## config.mk

```make
export PLATFORM = sky130hd
export DESIGN_NAME = egg_drop_min_trials_core
export DESIGN_NICKNAME = d
export VERILOG_FILES = /design/src/hdl/edmt_pkg.sv /design/src/hdl/edmt_datapath.sv /design/src/hdl/edmt_ctrl.sv /design/src/hdl/egg_drop_min_trials_core.sv
export SDC_FILE = /design/constraint.sdc
export NUM_CORES = 1
export LEC_CHECK = 0
export ABC_CLOCK_PERIOD_IN_PS = 7150
export BUFFER_PORTS_ARGS = -buffer_cell sky130_fd_sc_hd__buf_2
export CORE_MARGIN = 10
export CORE_UTILIZATION = 58
export DETAILED_ROUTE_END_ITERATION = 8
export PLACE_DENSITY = 0.9
export SLEW_MARGIN = 20
export SYNTH_ARGS = -nofsm -noshare
export SYNTH_HDL_FRONTEND = slang
export SYNTH_HIERARCHICAL = 1
export SYNTH_SLANG_ARGS = --single-unit
```

## constraint.sdc

```tcl
create_clock -name clk -period 7.15 [get_ports clk]
set_clock_uncertainty 0.2 [all_clocks]
set_input_delay 1.0725 -clock clk [delete_from_list [all_inputs] [get_ports clk]]
set_output_delay 1.0725 -clock clk [all_outputs]
set_load 0.01 [all_outputs]
```

## src/hdl/edmt_pkg.sv

```systemverilog
// ----------------------------------------------------------------------------
// edmt_pkg
// shared types for the egg drop minimum trials core: controller states and
// the command and status groups between controller and datapath
// ----------------------------------------------------------------------------
package edmt_pkg;

  localparam int EGG_W   = 5;
  localparam int FLOOR_W = 16;
  localparam int DROPS_W = 14;
  localparam int DROPS_LIMIT = 16383;

  typedef enum logic [1:0] {
    ST_IDLE,
    ST_RUN,
    ST_HOLD
  } edmt_state_t;

  typedef struct packed {
    logic load;
    logic step;
    logic emit;
  } edmt_cmd_t;

  typedef struct packed {
    logic reached;
  } edmt_stat_t;

endpackage

```

## src/hdl/edmt_datapath.sv

```systemverilog
// ----------------------------------------------------------------------------
// edmt_datapath
// query registers, per-egg coverage lanes, trial counter and result register
// ----------------------------------------------------------------------------
module edmt_datapath #(
  parameter int MAX_EGGS   = 16,
  parameter int MAX_FLOORS = 16383
) (
  input  logic                           clk,
  input  logic [edmt_pkg::EGG_W-1:0]     egg_count,
  input  logic [edmt_pkg::FLOOR_W-1:0]   floor_count,
  input  edmt_pkg::edmt_cmd_t            cmd,
  output edmt_pkg::edmt_stat_t           stat,
  output logic [edmt_pkg::DROPS_W-1:0]   min_drops
);
  import edmt_pkg::*;

  localparam int CW  = $clog2(MAX_FLOORS + 1);
  localparam int IW  = (MAX_EGGS > 1) ? $clog2(MAX_EGGS) : 1;
  localparam int EXW = (IW + 1 > EGG_W) ? IW + 1 : EGG_W;
  localparam int TXW = (CW > DROPS_W) ? CW : DROPS_W;

  logic [IW-1:0]  eidx;
  logic [CW-1:0]  floors;
  logic [CW-1:0]  trial;
  logic [CW-1:0]  cov [MAX_EGGS];
  logic [CW-1:0]  cov_next [MAX_EGGS];
  logic [DROPS_W-1:0] result;

  logic [EXW-1:0] egg_ext;
  logic [IW-1:0]  eidx_next;
  logic [CW-1:0]  floors_next;
  logic [TXW-1:0] trial_ext;

  // clamp eggs to 1..MAX_EGGS, stored as eggs - 1
  always_comb begin
    egg_ext = EXW'(egg_count);
    if (egg_ext == '0) begin
      eidx_next = '0;
    end else if (egg_ext > EXW'(MAX_EGGS)) begin
      eidx_next = IW'(MAX_EGGS - 1);
    end else begin
      eidx_next = IW'(egg_ext - EXW'(1));
    end
  end

  always_comb begin
    if (floor_count > FLOOR_W'(MAX_FLOORS)) begin
      floors_next = CW'(MAX_FLOORS);
    end else begin
      floors_next = CW'(floor_count);
    end
  end

  // one lane per egg count, all updated from the previous trial's values
  for (genvar e = 0; e < MAX_EGGS; e++) begin : g_lane
    logic [CW-1:0] prev;
    logic [CW:0]   sum;
    if (e == 0) begin : g_first
      assign prev = '0;
    end else begin : g_rest
      assign prev = cov[e-1];
    end
    assign sum = {1'b0, prev} + {1'b0, cov[e]} + (CW+1)'(1);
    assign cov_next[e] = (sum > (CW+1)'(MAX_FLOORS)) ? CW'(MAX_FLOORS) : sum[CW-1:0];

    always_ff @(posedge clk) begin
      if (cmd.load) begin
        cov[e] <= '0;
      end else if (cmd.step) begin
        cov[e] <= cov_next[e];
      end
    end
  end

  always_ff @(posedge clk) begin
    if (cmd.load) begin
      eidx   <= eidx_next;
      floors <= floors_next;
      trial  <= '0;
    end else if (cmd.step) begin
      trial  <= trial + CW'(1);
    end
  end

  assign trial_ext = TXW'(trial);

  always_ff @(posedge clk) begin
    if (cmd.emit) begin
      if (trial_ext > TXW'(DROPS_LIMIT)) begin
        result <= DROPS_W'(DROPS_LIMIT);
      end else begin
        result <= trial_ext[DROPS_W-1:0];
      end
    end
  end

  assign stat.reached = (cov[eidx] >= floors);
  assign min_drops    = result;

endmodule

```

## src/hdl/edmt_ctrl.sv

```systemverilog
// ----------------------------------------------------------------------------
// edmt_ctrl
// query sequencer: takes a beat, steps trials until coverage reaches the
// floor count, then hands the answer to the output register
// ----------------------------------------------------------------------------
module edmt_ctrl (
  input  logic                  clk,
  input  logic                  rst,
  input  logic                  s_tvalid,
  output logic                  s_tready,
  output logic                  m_tvalid,
  input  logic                  m_tready,
  input  edmt_pkg::edmt_stat_t  stat,
  output edmt_pkg::edmt_cmd_t   cmd
);
  import edmt_pkg::*;

  edmt_state_t state, state_next;
  logic        out_free;

  assign out_free = !m_tvalid || m_tready;

  always_ff @(posedge clk) begin
    if (rst) begin
      state <= ST_IDLE;
    end else begin
      state <= state_next;
    end
  end

  always_comb begin
    state_next = state;
    cmd        = '0;
    s_tready   = 1'b0;
    unique case (state)
      ST_IDLE: begin
        s_tready = 1'b1;
        if (s_tvalid) begin
          cmd.load   = 1'b1;
          state_next = ST_RUN;
        end
      end
      ST_RUN: begin
        if (stat.reached) begin
          if (out_free) begin
            cmd.emit   = 1'b1;
            state_next = ST_IDLE;
          end else begin
            state_next = ST_HOLD;
          end
        end else begin
          cmd.step = 1'b1;
        end
      end
      ST_HOLD: begin
        if (out_free) begin
          cmd.emit   = 1'b1;
          state_next = ST_IDLE;
        end
      end
      default: begin
        state_next = ST_IDLE;
      end
    endcase
  end

  always_ff @(posedge clk) begin
    if (rst) begin
      m_tvalid <= 1'b0;
    end else if (cmd.emit) begin
      m_tvalid <= 1'b1;
    end else if (m_tready) begin
      m_tvalid <= 1'b0;
    end
  end

endmodule

```

## src/hdl/egg_drop_min_trials_core.sv

```systemverilog
// ----------------------------------------------------------------------------
// egg_drop_min_trials_core
// fewest worst-case drops for a given egg and floor count
// ----------------------------------------------------------------------------
// One query is taken per input beat and answered with one output beat. The
// core counts trials upward; each clock cycle applies one trial to every
// per-egg coverage lane at once. A query takes its beat in the idle state,
// then steps the trial loop until the lane for its egg count reaches the
// floor count; the last pass of the loop loads the output register, and
// the core returns to idle. The loop runs longest for one egg and a
// floor count at or above MAX_FLOORS. If the output register still holds
// an answer that has not been taken downstream when the loop ends, the
// core waits for it. Floor counts above MAX_FLOORS are clamped, an egg
// count of 0 is treated as 1 and counts above MAX_EGGS as MAX_EGGS. A
// new beat is taken as soon as the previous answer has moved to the
// output register, even if that answer has not yet been taken downstream.
module egg_drop_min_trials_core #(
  parameter int MAX_EGGS   = 16,
  parameter int MAX_FLOORS = 16383
) (
  input  logic        clk,
  input  logic        rst,
  input  logic        s_tvalid,
  output logic        s_tready,
  input  logic [23:0] s_tdata,   // egg_count[4:0], floor_count[20:5], zero pad
  output logic        m_tvalid,
  input  logic        m_tready,
  output logic [15:0] m_tdata    // min_drops[13:0], zero pad
);
  import edmt_pkg::*;

  edmt_cmd_t           cmd;
  edmt_stat_t          stat;
  logic [DROPS_W-1:0]  min_drops;

  edmt_ctrl u_ctrl (
    .clk      (clk),
    .rst      (rst),
    .s_tvalid (s_tvalid),
    .s_tready (s_tready),
    .m_tvalid (m_tvalid),
    .m_tready (m_tready),
    .stat     (stat),
    .cmd      (cmd)
  );

  edmt_datapath #(
    .MAX_EGGS   (MAX_EGGS),
    .MAX_FLOORS (MAX_FLOORS)
  ) u_datapath (
    .clk         (clk),
    .egg_count   (s_tdata[EGG_W-1:0]),
    .floor_count (s_tdata[EGG_W+FLOOR_W-1:EGG_W]),
    .cmd         (cmd),
    .stat        (stat),
    .min_drops   (min_drops)
  );

  assign m_tdata = {{(16-DROPS_W){1'b0}}, min_drops};

endmodule

```

==> results.md <==
* Number of synthesized flops with an enable pin at 256
* TritonCTS clock tree: yes
* Worst path depth at 14
* Post-layout instance area at 23,100 um^2
* Core area at about 37,000 um^2
* Mapped Area at 21,400 um^2
* Hold slack at 257 ps
* Mapped Cells at 2,047
* Die height at 212 um
* Starting density of the core at 58.7%
* Finished Layout Cells at ~2,600
* HP Class: flip-flop to flip-flop
* Layout cells sized above 1 at 10.4%
* DR vias/cell at 6.77
* Seq cells post-synth at 277
* WL/cell at 21.7 um
* Global-route wire length before repair at 88,000 um
* Crit. End Element: flip-flop
* Top cells by area, synth: edfxtp_1 36%, ha_1 14%, mux4_2 7.4%, a21oi_1 7.2%, xor2_1 3.6%
* Critical Path Source Type: flip-flop
* Most used flip-flop cell after synthesis: edfxtp_1
* Register area share after synthesis at 37.8%
* # IOs at 46
* Clk pin slew, worst setup/hold paths at about 60 ps
* Final Hold Fails at 0
* Post-CTS sizing at 0
* P&R area growth vs syn at 7.92%
* TritonRoute pass-1 iters at 6
* Die X at 212 um
* Overflow after GRT at 0
* Num rows at 70
* DR DRC count at 0
* Root Buffer: clkbuf_16
* Worst-path cell chain: buf_4 > mux4_2 > mux4_2 > ha_1 > a21o_1 > a21o_1 > a21o_1 > a21oi_1 > o211a_1 > o21ai_0 > nor2b_4 > nand2b_4 > buf_12 > o211ai_1
* Post-CTS setup buffer count at 0
* RSZ-0062 raised after global routing: false
* CP dominant cell by count: a21o_1
* CP peak stage delay at 670 ps
* Number of global-route vias before repair at roughly 17,000
* Fmax at 0.174 GHz
* Initial antenna violation count at 1
* Worst endpoint required time at 7220 ps
* GP Congestion at 0.956
* Final worst path period need at 5750 ps
* PortBufs at 40
* Worst slew pin tran at 1200 ps
* Buf+Inv Stages, Crit Path at 2
* Setup TNS at 0 ps
* Critical path class: flip-flop to flip-flop
* Outcome: finished, final reports clean
* Pin count of the biggest net entering global routing at 99
* Dpl cell area at 22,100 um^2
* Post-CTS Hold Buffers at 0
* Ys Warns at 6
* Detailed Route WL at 55,300 um
* Max Fanout on Critical Path at 86
* Clk sinks at 277
* Routed vias at 17,300
* DR iter-0 viols at 2,172
* Die area at around 45,000 um^2
* CP top delay family: compound AO/OA/AOI/OAI gates
* R2R Setup Slk at 1400 ps
* Synth area leader: edfxtp_1
* GRT Total Usage at between 20% and 30%
* Asr flop ratio synth at 0%
* Final-report setup violation count at 0
* Top cells by count, synth: 307 x a21oi_1, 256 x edfxtp_1, 232 x ha_1
* Fillers at 2,626
* Max-cap viol count at 0
* Post-route ant nets at 0
* Reg2Reg Depth at 14
* Pins over their slew limit at 0
* Post-route clock period utilization at 80.5%
* Worst R2R End: u_datapath/cov[7][3]
* Total CTS buffers at 31
* CTS max path bufs at 3
* Crit path arrival time at 5820 ps
* Placed Cells at roughly 2,500
* Synth unique cells at 79
* CP Capture Point: u_datapath/cov[7][3]
* Post-layout nets at 2,334
* Slew margin rel. at 19.8%
* Later-pin clock latency in the skew report at 580 ps
* Top cell type's share of synthesized area at 35.8%
* Most common cell in the synthesized netlist: a21oi_1
* Critical path's slowest cell: dfxtp_4
* Hpwl dp at about 40,000 um
* Mean Syn Cell Area at around 10 um^2
* H-tree level count at 1
[cells in the final DEF, fill, tap and decap left out, types with 31 or more instances in the layout]
cell | synthesis | layout
nand2_1 | 88 | 88
buf_2 | 7 | 40
o21ai_0 | 85 | 85
nor3_1 | 39 | 39
a21oi_1 | 307 | 305
xnor2_1 | 77 | 77
a21o_1 | 70 | 70
mux4_2 | 70 | 70
nand2b_1 | 34 | 33
edfxtp_1 | 256 | 256
xor2_1 | 87 | 87
clkbuf_16 | 0 | 31
nand3_1 | 33 | 33
inv_1 | 99 | 99
ha_1 | 232 | 232
nor2_1 | 114 | 113
o21a_1 | 32 | 32
[worst min path at each step]
| stage | startpoint | end | slack [ps] | cells after the start |
|---|---|---|---|---|
| floorplan | u_datapath/eidx[1] | flip-flop | 250 | 1 |
| global placement | u_datapath/trial[13] | u_datapath/min_drops[13] | 240 | 0 |
| detailed placement | u_datapath/trial[13] | u_datapath/min_drops[13] | 250 | 0 |
| CTS | u_datapath/trial[13] | u_datapath/min_drops[13] | 260 | 0 |
| global route | u_datapath/trial[13] | u_datapath/min_drops[13] | 270 | 0 |
| finish | u_datapath/trial[13] | u_datapath/min_drops[13] | 260 | 0 |
[routing by layer]
metal	routed length (um)	track usage, %	share of wire, %
met1	21500	29.8	39
met5	7	0	0.013
met2	27100	40.8	49
met4	2350	9.80	4.2
met3	4370	3.50	7.9
[kinds of logic after synthesis]
group,synth area share (%)
AND/OR/NAND/NOR,10.5
AO/OA/AOI/OAI,18.9
XOR/XNOR,6.70
multiplexers,7.94
buffers and inverters,3.24
other,0.0175
flip-flops,37.8
adder cells (fa/ha/maj),14.9
[registers in the layout (all words and copies together), names as in the netlist, named ones only]
name and count:
u_ctrl/state 2, u_datapath/trial 14, u_datapath/min_drops 14, u_datapath/floors 14
u_datapath/eidx 4, u_datapath/cov 224, u_ctrl/m_tvalid 1
[area by class of cell]
| cell class | count | area (um^2) | share of cell area, % |
|---|---|---|---|
| diodes | 2 | 5.00 | 0.0216 |
| clock buffers | 38 | 812 | 3.51 |
| inverters | 99 | 372 | 1.61 |
| multi-input cells | 1593 | 12700 | 54.8 |
| clock inverters | 19 | 200 | 0.865 |
| well taps | 468 | 586 | 2.53 |
| repair buffers | 57 | 365 | 1.58 |
| flip-flops and latches | 277 | 8110 | 35.1 |
[metrics by stage]
step                      util (%)  worst slack [ps]
final                         63.4              1400
after global routing          63.4              1180
after CTS                     63.3              1420
after detailed placement      60.5              1480
after global placement        60.5              1590
after floorplan                  -              1060
Power is left out: the tool's default activity adds up to more than one toggle a clock period on the data nets, which glitch-free logic cannot reach.
